[src/lz_nibble_token_decoder_top_assert.svh]
// Assertion helpers for the LZ token decoder.
`ifndef LZ_NIBBLE_TOKEN_DECODER_TOP_ASSERT_SVH
`define LZ_NIBBLE_TOKEN_DECODER_TOP_ASSERT_SVH

// Same-cycle implication.
`define LZN_ASSERT_NOW(label, ante, cons, msg) \
   label: assert property (@(posedge clock) disable iff (reset) (ante) |-> (cons)) \
      else $error(msg);

// Next-cycle implication.
`define LZN_ASSERT_NEXT(label, ante, cons, msg) \
   label: assert property (@(posedge clock) disable iff (reset) (ante) |=> (cons)) \
      else $error(msg);

`endif

[src/lzn_pkg.sv]
`default_nettype none

package lzn_pkg;

   localparam int WINDOW_DEPTH = 4096;
   localparam int ADDR_W       = $clog2(WINDOW_DEPTH);
   localparam int BYTE_W       = 8;
   localparam int COUNT_W      = 24;
   localparam int LEN_W        = 4;
   localparam int DIST_HI_W    = 4;
   localparam int DIST_W       = DIST_HI_W + BYTE_W;

   typedef enum logic [1:0] {
      PH_TOKEN   = 2'd0,
      PH_LITERAL = 2'd1,
      PH_DIST    = 2'd2
   } phase_type;

   typedef enum logic [1:0] {
      S_IDLE = 2'd0,
      S_LIT  = 2'd1,
      S_RD   = 2'd2,
      S_WR   = 2'd3
   } state_type;

   typedef struct packed {
      logic              rd_en;
      logic [ADDR_W-1:0] rd_addr;
      logic              wr_en;
      logic [ADDR_W-1:0] wr_addr;
      logic [BYTE_W-1:0] wr_data;
   } ram_req_type;

   typedef struct packed {
      logic              valid;
      logic [BYTE_W-1:0] data;
      logic              last;
      logic              bad;
   } emit_type;

endpackage

`default_nettype wire

[src/lzn_ctrl.sv]
`default_nettype none

module lzn_ctrl (
   input  wire logic                        clock,
   input  wire logic                        reset,
   input  wire logic                        req_valid,
   output logic                             req_ready,
   input  wire logic [lzn_pkg::BYTE_W-1:0]  req_in_byte,
   input  wire logic                        req_stream_start,
   input  wire logic [lzn_pkg::COUNT_W-1:0] output_length,
   input  wire logic                        out_free,
   input  wire logic [lzn_pkg::BYTE_W-1:0]  ram_rdata,
   output lzn_pkg::ram_req_type             ram_req,
   output lzn_pkg::emit_type                emit
);

   import lzn_pkg::*;

   state_type            state_ff, state_in;
   phase_type            phase_ff, phase_in;
   logic [COUNT_W-1:0]   pc_ff, pc_in;
   logic [LEN_W-1:0]     len_ff, len_in;
   logic [DIST_HI_W-1:0] dh_ff, dh_in;
   logic [DIST_W-1:0]    dist_ff, dist_in;
   logic                 bad_ff, bad_in;
   logic [LEN_W-1:0]     cnt_ff, cnt_in;
   logic [BYTE_W-1:0]    byte_ff, byte_in;

   logic                 acc;
   logic [COUNT_W-1:0]   pc_eff;
   phase_type            ph_eff;
   logic                 live;
   logic [DIST_W-1:0]    dist_new;
   logic                 bad_new;
   logic [COUNT_W-1:0]   pc_inc;
   logic                 copy_end;

   assign acc      = req_valid && req_ready;
   assign pc_eff   = req_stream_start ? '0 : pc_ff;
   assign ph_eff   = req_stream_start ? PH_TOKEN : phase_ff;
   assign live     = pc_eff < output_length;
   assign dist_new = {dh_ff, req_in_byte};
   assign bad_new  = (dist_new == '0) || (COUNT_W'(dist_new) > pc_eff);
   assign pc_inc   = pc_ff + COUNT_W'(1);
   assign copy_end = (cnt_ff == LEN_W'(1)) || (pc_inc >= output_length);

   // outputs
   always_comb begin
      req_ready       = (state_ff == S_IDLE);
      ram_req         = '0;
      emit            = '0;
      ram_req.wr_addr = pc_ff[ADDR_W-1:0];
      ram_req.rd_addr = pc_ff[ADDR_W-1:0] - ADDR_W'(dist_ff);
      emit.last       = (pc_inc == output_length);
      unique case (state_ff)
         S_LIT: begin
            emit.valid      = out_free;
            emit.data       = byte_ff;
            ram_req.wr_en   = out_free;
            ram_req.wr_data = byte_ff;
         end
         S_RD: begin
            ram_req.rd_en = !bad_ff;
         end
         S_WR: begin
            emit.valid      = out_free;
            emit.data       = bad_ff ? '0 : ram_rdata;
            emit.bad        = bad_ff;
            ram_req.wr_en   = out_free;
            ram_req.wr_data = bad_ff ? '0 : ram_rdata;
         end
         default: begin
         end
      endcase
   end

   // next state
   always_comb begin
      state_in = state_ff;
      unique case (state_ff)
         S_IDLE: begin
            if (acc && live) begin
               if (ph_eff == PH_LITERAL) begin
                  state_in = S_LIT;
               end else if (ph_eff == PH_DIST && len_ff != '0) begin
                  state_in = S_RD;
               end
            end
         end
         S_LIT: begin
            if (emit.valid) begin
               state_in = S_IDLE;
            end
         end
         S_RD: begin
            state_in = S_WR;
         end
         S_WR: begin
            if (emit.valid) begin
               state_in = copy_end ? S_IDLE : S_RD;
            end
         end
         default: begin
            state_in = S_IDLE;
         end
      endcase
   end

   // parse state and datapath
   always_comb begin
      phase_in = phase_ff;
      pc_in    = pc_ff;
      len_in   = len_ff;
      dh_in    = dh_ff;
      dist_in  = dist_ff;
      bad_in   = bad_ff;
      cnt_in   = cnt_ff;
      byte_in  = byte_ff;
      if (acc) begin
         if (req_stream_start) begin
            pc_in    = '0;
            phase_in = PH_TOKEN;
            len_in   = '0;
            dh_in    = '0;
         end
         if (live) begin
            unique case (ph_eff)
               PH_LITERAL: begin
                  phase_in = PH_TOKEN;
                  byte_in  = req_in_byte;
               end
               PH_DIST: begin
                  phase_in = PH_TOKEN;
                  dist_in  = dist_new;
                  bad_in   = bad_new;
                  cnt_in   = len_ff;
               end
               default: begin
                  if (req_in_byte == '0) begin
                     phase_in = PH_LITERAL;
                  end else begin
                     len_in   = req_in_byte[BYTE_W-1 -: LEN_W];
                     dh_in    = req_in_byte[DIST_HI_W-1:0];
                     phase_in = PH_DIST;
                  end
               end
            endcase
         end
      end
      if (emit.valid) begin
         pc_in  = pc_inc;
         cnt_in = cnt_ff - LEN_W'(1);
      end
   end

   always_ff @(posedge clock) begin
      if (reset) begin
         state_ff <= S_IDLE;
         phase_ff <= PH_TOKEN;
         pc_ff    <= '0;
         len_ff   <= '0;
         dh_ff    <= '0;
         cnt_ff   <= '0;
      end else begin
         state_ff <= state_in;
         phase_ff <= phase_in;
         pc_ff    <= pc_in;
         len_ff   <= len_in;
         dh_ff    <= dh_in;
         cnt_ff   <= cnt_in;
      end
      dist_ff <= dist_in;
      bad_ff  <= bad_in;
      byte_ff <= byte_in;
   end

endmodule

`default_nettype wire

[config.mk]
export PLATFORM = sky130hd
export DESIGN_NAME = lzn_ctrl
export DESIGN_NICKNAME = d
export VERILOG_FILES = /design/src/lz_nibble_token_decoder_top_assert.svh /design/src/lzn_pkg.sv /design/src/lzn_ctrl.sv
export SDC_FILE = /design/constraint.sdc
export NUM_CORES = 1
export LEC_CHECK = 0
export ABC_CLOCK_PERIOD_IN_PS = 5400
export CAP_MARGIN = 25
export CORE_MARGIN = 2
export CORE_UTILIZATION = 40
export DETAILED_ROUTE_END_ITERATION = 10
export DONT_BUFFER_PORTS = 1
export PLACE_DENSITY = 0.54
export SLEW_MARGIN = 20
export SYNTH_ARGS = -nofsm -noshare
export SYNTH_HDL_FRONTEND = slang
export SYNTH_SLANG_ARGS = --single-unit
export TNS_END_PERCENT = 1
[constraint.sdc]
create_clock -name clock -period 5.4 [get_ports clock]
set_clock_uncertainty 0.15 [all_clocks]
set_input_delay 1.08 -clock clock [delete_from_list [all_inputs] [get_ports clock]]
set_output_delay 1.08 -clock clock [all_outputs]
set_load 0.005 [all_outputs]
==> run metrics, run 1 <==
Core Rows 42; outcome finished, final reports clean; period utilization 91.18%; Die Span Y 119.0 µm; R2R Path End state_ff[1]; endpoints failing setup 0; CTS root buffer clkbuf_16; io pins 91; f_max 0.2031 GHz; post-synthesis cell area 5288 µm²; RSZ-0062 raised after global routing no; Static Leak 2.596 nW; Comb pwr share 20.0%; post-CTS sizing 0; Reg2Reg Depth 14; slowest cell delay on critical path 0.54 ns; DP Area 5300 µm²; hold depth 2; TritonCTS Sinks 61; Max VDD drop 112.4 µV; Reg power frac 39.0%; share of layout cells above drive strength 1 5.854%; vias per cell 5.504; arrival time at the worst endpoint 3.69 ns; Mapped Nets 756; die area 14160 µm²; first-pass GRT wire length 22590 µm; Post-CTS Setup Inserts 0; worst-margin pin slew 0.7551 ns; Max Cap Viol 0; number of fill cells in the layout 1325; Slowest cell on crit path dfxtp_1; final non-filler cell area 5599 µm²; vias in the first global route 4262; Pins Over Slew Limit 0; final count of hold timing violations 0; Startpoint Class register; Synth area leader ha_1; Post-CTS Hold Buffers 0; most frequently used flop master after synthesis dfxtp_1; most frequent cells after synthesis ha_1 (75), inv_1 (60), nor2_1 (54); DP HPWL 10880 µm; top cells by area, synth ha_1 (18%), dfxtp_1 (15%), edfxtp_1 (12%); first drt pass iteration count 4; core area 13090 µm²; CTS tree yes; fraction of registers with async set or reset after synthesis 0%; warnings from Yosys 0; Sw Share 30.67%; # DRC 0; post-synthesis sequential area ratio 27.07%; number of synthesized register bits 61; Placer Congestion 0.8843; R2R setup slack 1.63 ns; Total Power 1.408 mW; Final #Nets 731; Setup TNS 0 ns; nature of the critical path endpoint output pin; antenna violation net count after detailed routing 0; top cell type's share of synthesized area 17.75%; Wirelength per Cell 17.63 µm; EDFF count, synth 21; GRT Residual Overflow 0; min-delay src phase_ff[1]; Internal 0.9762 mW; antenna cell count 0; clk buf depth 2; reg2reg start pc_ff[0]; CTS H-Tree Depth 3; CP Max Fanout 9; drt total wl 13950 µm; CP required 4.17 ns; initial antenna violation count 0; clock period minus worst slack 4.924 ns; Endpoint, Worst Hold phase_ff[1]; Overall Global Routing Usage 20.31%; pwr dens 251.5 nW/µm²; Final Hold Slack 0.3325 ns; P&R area growth vs syn 5.892%; Synth cell types 68; pin count of the biggest net entering global routing 41; kind of critical path register to output pin; cell count after synthesis 635; DR vias 4354; Die X 119.0 µm; initial cell density of the core 40.41%; Rel. slew slack 49.66%; syn avg cell area 8.327 µm²; share of power burned in the clock network 41.0%; Min-Delay Path Class register to register; P_sw 0.4319 mW; Num CTS Buffers 9; DRT iter0 DRCs 260; most common cell in the synthesized netlist ha_1; IO buf count 0; clock slew at reported path FFs 0.05 ns; worst path cell trace nand3_1 > nor2_1 > and3_1 > nand3_2 > nor2_1 > xor2_1 > ha_1 > nand4_1 > nor3_1 > nand4_1 > nor4_1; Clk Latency, worst-skew pair 0.34 ns
-- worst max-delay path by stage --
stage,to,slack [ns],from,cells after the start
after floorplan,cnt_ff[3],1.35,req_stream_start,13
after global placement,emit[1],0.95,pc_ff[0],12
after detailed placement,emit[1],0.78,pc_ff[0],12
after CTS,emit[1],0.40,pc_ff[0],11
after global routing,emit[1],0.13,pc_ff[0],11
final,emit[1],0.48,pc_ff[0],11
-- layer usage --
layer / GRT usage, % / vias to the layer above / share of wire (%)
met5: 0 / - / 0
met4: 6.324 / 0 / 1.7
met3: 4.358 / 15 / 5.7
met2: 33.73 / 143 / 47
met1: 26.35 / 2021 / 46
li1: - / 2175 / -
-- state kept, by name, indices dropped and copies added (netlist names) --
name,cells
byte_ff,8
state_ff,2
pc_ff,24
len_ff,4
dist_ff,12
cnt_ff,4
phase_ff,2
bad_ff,1
dh_ff,4
-- logic make-up after synthesis --
kind of cell	after synthesis	synth area share (%)
multiplexers	4	0.7572
adder cells (fa/ha/maj)	76	18.13
flip-flops	61	27.07
AO/OA/AOI/OAI	139	17.56
AND/OR/NAND/NOR	226	22.93
buffers and inverters	100	8.755
XOR/XNOR	29	4.804
-- critical path: cells and delay by family, from the launching register on --
family        cells  cell delay [ns]
xor+xnor          1             0.09
simple gates      9             2.43
flops             1             0.54
fa+ha+maj         1             0.30
-- per-stage QoR --
step	utilization (%)	cells	setup WS [ns]
after detailed placement	40.50	775	0.7779
after floorplan	-	635	1.349
after CTS	42.79	791	0.4011
after global routing	42.79	791	0.1257
final	42.79	791	0.4762
after global placement	40.48	775	0.9525
-- final cells by class --
type	count	area (µm²)	share of cell area (%)
flip-flops and latches	61	1431	25.56
well taps	176	220.2	3.933
clock inverters	7	73.82	1.318
repair buffers	3	22.52	0.4022
inverters	61	229.0	4.089
multi-input cells	474	3397	60.67
clock buffers	9	225.2	4.022
-- cell usage in the layout (no fill, tap or decap), types with 12 or more instances in the layout --
cell      Yosys  layout
ha_1         75      75
inv_1        60      60
nor2_1       54      54
nand2_1      48      48
a21oi_1      46      45
dfxtp_1      40      40
nor2b_1      34      34
o21ai_0      28      28
edfxtp_1     21      21
xor2_1       15      15
a22oi_1      15      15
xnor2_1      14      14
nand3_1      12      12
-- power groups by stage --
stage	Sequential (mW)	Clock (mW)	Combinational, mW
after CTS	0.550	0.589	0.283
after floorplan	0.535	0	0.241
final	0.550	0.577	0.281
after global routing	0.554	0.608	0.317
after global placement	0.558	0	0.276
after detailed placement	0.560	0	0.282
Note: power is estimated with default switching activity, not from simulation.
==> inputs of run 2 (changes only) <==
--- a/config.mk
+++ b/config.mk
@@ -11,2 +11,3 @@
 export CORE_UTILIZATION = 40
+export CTS_CLUSTER_SIZE = 12
 export DETAILED_ROUTE_END_ITERATION = 10
@@ -14,2 +15,3 @@
 export PLACE_DENSITY = 0.54
+export REMOVE_ABC_BUFFERS = 1
 export SLEW_MARGIN = 20
--- a/constraint.sdc
+++ b/constraint.sdc
@@ -4,2 +4,2 @@
 set_output_delay 1.08 -clock clock [all_outputs]
-set_load 0.005 [all_outputs]
+set_load 0.05 [all_outputs]
==> run metrics, run 2 (same netlist as run 1, synthesis figures left out) <==
outcome finished, final reports clean; IO buf count 0; TritonCTS Sinks 61; initial cell density of the core 40.41%; final count of hold timing violations 0; Final #Nets 749; reg2reg start pc_ff[0]; Clk Latency, worst-skew pair 0.33 ns; Die X 119.0 µm; first drt pass iteration count 4; endpoints failing setup 0; vias per cell 5.468; nature of the critical path endpoint output pin; Max VDD drop 103.8 µV; Rel. slew slack 25.52%; worst path cell trace ha_1 > and3_4 > and3_4 > and2_4 > and2_4 > nand3_2 > xnor2_1 > ha_1 > nand4_1 > nor3_1 > nand4_1 > nor4_2 > buf_4; Die Span Y 119.0 µm; commonest non-fill, non-tap cell in the layout ha_1; largest registers pc_ff x24, dist_ff x12, byte_ff x8; final setup margin 0.4106 ns; f_max 0.2004 GHz; Max Cap Viol 0; Slowest cell on crit path dfxtp_1; Final Hold Slack 0.3246 ns; multi-input logic area 3423 µm²; Post-CTS Setup Inserts 0; CTS H-Tree Depth 3; CTS tree yes; Overall Global Routing Usage 20.28%; most flop-heavy register pc_ff; core area 13090 µm²; Static Leak 2.691 nW; Wirelength per Cell 17.35 µm; number of fill cells in the layout 1291; DRT iter0 DRCs 171; hold depth 2; clk buf depth 2; Num CTS Buffers 9; post-CTS sizing 0; # DRC 0; slowest cell delay on critical path 0.45 ns; period utilization 92.40%; Reg2Reg Depth 15; drt total wl 14040 µm; pin count of the biggest net entering global routing 41; Endpoint, Worst Hold phase_ff[1]; pre-CTS setup slack 0.8228 ns; GRT Residual Overflow 0; initial antenna violation count 0; CP required 4.17 ns; DR vias 4424; min-delay src phase_ff[1]; Setup TNS 0 ns; P&R area growth vs syn 8.945%; register area 1431 µm²; antenna cell count 0; share of layout cells above drive strength 1 9.953%; Post-CTS Hold Buffers 0; number of flip-flops in the largest register 24; arrival time at the worst endpoint 3.76 ns; Total Power 1.534 mW; R2R Path End state_ff[1]; kind of critical path register to output pin; worst-margin pin slew 1.109 ns; io pins 91; pwr dens 266.3 nW/µm²; Startpoint Class register; CP Max Fanout 7; R2R setup slack 1.66 ns; CTS root buffer clkbuf_16; Min-Delay Path Class register to register; die area 14160 µm²; antenna violation net count after detailed routing 0; clock period minus worst slack 4.989 ns; first-pass GRT wire length 22500 µm; Core Rows 42; Placer Congestion 0.8133; Pins Over Slew Limit 0; most frequent cells in the layout ha_1 (75), inv_1 (60), nor2_1 (54); RSZ-0062 raised after global routing no; clock slew at reported path FFs 0.06 ns; DP HPWL 10920 µm; vias in the first global route 4334
[run 2: changes by cell type in the layout (fill, tap and decap cells not counted), sizes merged]
cell  delta
buf     +18
[run 2: cell type report]
class                           count  area share (%)
Clock buffer                        9           3.910
Clock inverter                      7           1.281
Inverter                           61           3.975
Multi-Input combinational cell    474           59.43
Sequential cell                    61           24.85
Tap cell                          176           3.823
Timing Repair Buffer               21           2.737
[run 2: critical path: cells and delay by family (launching register included)]
kind	cells	cell delay, ns
and+or+nand+nor	9	1.97
adders and majority gates	2	0.57
DFF	1	0.45
buffers and inverters	1	0.26
xor gates and xnor gates	1	0.15
[run 2: layer usage]
metal  routed length (µm)  GRT usage, %
met5                    0             0
met4                  294         7.738
met3                  788         4.550
met2                 6479         33.30
met1                 6475         25.91
[run 2: worst max-delay path by stage]
stage | end | cells after the start | from
final | emit[1] | 13 | pc_ff[0]
after global placement | emit[1] | 13 | pc_ff[0]
after global routing | emit[1] | 12 | pc_ff[0]
after CTS | emit[1] | 13 | pc_ff[0]
after floorplan | emit[1] | 12 | pc_ff[0]
after detailed placement | emit[1] | 13 | pc_ff[0]
[run 2: stage by stage]
| step | cell area [µm²] | util, % | cells |
|---|---|---|---|
| finish | 5761 | 44.02 | 809 |
| global route | 5761 | 44.02 | 809 |
| CTS | 5753 | 43.97 | 808 |
| detailed placement | 5454 | 41.68 | 792 |
| global placement | 5450 | 41.65 | 792 |
| floorplan | 5054 | - | 596 |
[run 2: report_power, final]
| part | leakage [nW] | total, mW | internal (mW) | switching (mW) |
|---|---|---|---|---|
| Clock | 0.146 | 0.587 | 0.359 | 0.229 |
| Sequential | 0.515 | 0.546 | 0.508 | 0.0384 |
| Combinational | 2.03 | 0.400 | 0.117 | 0.283 |
| Total | 2.69 | 1.53 | 0.984 | 0.550 |
==> inputs of run 3 (changes only) <==
- CTS_BUF_LIST: default -> sky130_fd_sc_hd__clkbuf_8
==> run metrics, run 3 (same netlist as run 1, synthesis figures left out) <==
outcome finished, final reports clean; Total Power 1.378 mW; drt total wl 14090 µm; Post-CTS Setup Inserts 0; Placer Congestion 0.8133; Endpoint, Worst Hold phase_ff[1]; R2R setup slack 1.64 ns; DR vias 4419; min-delay src phase_ff[1]; Final #Nets 749; vias per cell 5.462; Max Cap Viol 0; vias in the first global route 4353; core area 13090 µm²; share of layout cells above drive strength 1 9.953%; # DRC 0; DP Cell Count 792; CP Max Fanout 7; Pins Over Slew Limit 0; nature of the critical path endpoint output pin; Clk Latency, worst-skew pair 0.36 ns; kind of critical path register to output pin; Wirelength per Cell 17.42 µm; Core Rows 42; met1 usage 25.85%; Min-Delay Path Class register to register; busiest grt layer met2; commonest non-fill, non-tap cell in the layout ha_1; DP HPWL 10920 µm; Reg2Reg Depth 15; CP required 4.17 ns; CTS H-Tree Depth 3; number of flip-flops in the largest register 24; RSZ-0062 raised after global routing no; Finished Layout Cells 809; Num CTS Buffers 9; reg2reg start pc_ff[0]; DRT iter0 DRCs 217; Startpoint Class register; Die Span Y 119.0 µm; post-CTS sizing 0; arrival time at the worst endpoint 3.78 ns; hold depth 2; Die X 119.0 µm; first drt pass iteration count 5; worst-margin pin slew 1.107 ns; pin count of the biggest net entering global routing 41; CTS root buffer clkbuf_8; IO buf count 0; clk buf depth 2; final count of hold timing violations 0; Final Hold Slack 0.3274 ns; io pins 91; most frequent cells in the layout ha_1 (75), inv_1 (60), nor2_1 (54); TritonCTS Sinks 61; P&R area growth vs syn 7.028%; Overall Global Routing Usage 20.35%; Slowest cell on crit path dfxtp_1; Rel. slew slack 25.65%; R2R Path End state_ff[1]; largest registers pc_ff x24, dist_ff x12, byte_ff x8; clock period minus worst slack 5.015 ns; antenna cell count 0; Critical Path Source pc_ff[0]; pwr dens 243.5 nW/µm²; f_max 0.1994 GHz; CTS tree yes; Static Leak 2.644 nW; met2 Usage GRT 32.90%; antenna violation net count after detailed routing 0; initial antenna violation count 1; first-pass GRT wire length 22510 µm; endpoints failing setup 0; initial cell density of the core 40.41%; slowest cell delay on critical path 0.46 ns; period utilization 92.86%; worst path cell trace ha_1 > and3_4 > and3_4 > and2_4 > and2_4 > nand3_2 > xnor2_1 > ha_1 > nand4_1 > nor3_1 > nand4_1 > nor4_2 > buf_4; GRT Residual Overflow 0; most flop-heavy register pc_ff; Post-CTS Hold Buffers 0; die area 14160 µm²; met3 Track Usage GR 4.933%; number of fill cells in the layout 1298; clock slew at reported path FFs 0.08 ns; Max VDD drop 86.61 µV
==> run 3: cell types whose count changed in the layout (fill, tap and decap cells not counted) <==
cell,previous run,this run
clkbuf_16,9,0
clkbuf_8,0,9
==> run 3: critical path: cells and delay by family (launching register included) <==
family	cells	cell delay [ns]
AND/OR/NAND/NOR	9	2.01
buffers and inverters	1	0.26
flip-flops	1	0.46
adder cells (fa/ha/maj)	2	0.56
XOR/XNOR	1	0.15
==> run 3: final cells by class <==
| type | instances | area [µm²] | area share [%] |
|---|---|---|---|
| flip-flops and latches | 61 | 1431 | 25.29 |
| inverters | 61 | 229.0 | 4.046 |
| clock inverters | 7 | 73.82 | 1.304 |
| clock buffers | 9 | 123.9 | 2.189 |
| multi-input cells | 474 | 3423 | 60.49 |
| repair buffers | 21 | 157.7 | 2.786 |
| well taps | 176 | 220.2 | 3.891 |
==> run 3: layer usage <==
| layer | share of wire, % | up-vias |
|---|---|---|
| li1 | - | 2214 |
| met5 | 0 | - |
| met2 | 46 | 135 |
| met4 | 2.3 | 0 |
| met1 | 45 | 2045 |
| met3 | 6.8 | 25 |
==> run 3: power by group <==
group	internal (mW)	switching, mW
clock network	0.215	0.216
logic	0.117	0.284
registers	0.507	0.0390
==> run 3: metrics by stage <==
step	TNS [ns]	instance area (µm²)	setup slack, ns	utilization [%]
final	0	5659	0.3853	43.25
after detailed placement	0	5454	0.8228	41.68
after floorplan	-0.1392	5054	-0.1392	-
after global routing	0	5659	0.1119	43.25
after global placement	0	5450	0.9093	41.65
after CTS	0	5652	0.4107	43.19
==> run 3: how the worst max path moves through the flow <==
stage,endpoint,cells past startpoint
floorplan,emit[1],12
global placement,emit[1],13
detailed placement,emit[1],13
CTS,emit[1],13
global route,emit[1],12
finish,emit[1],13
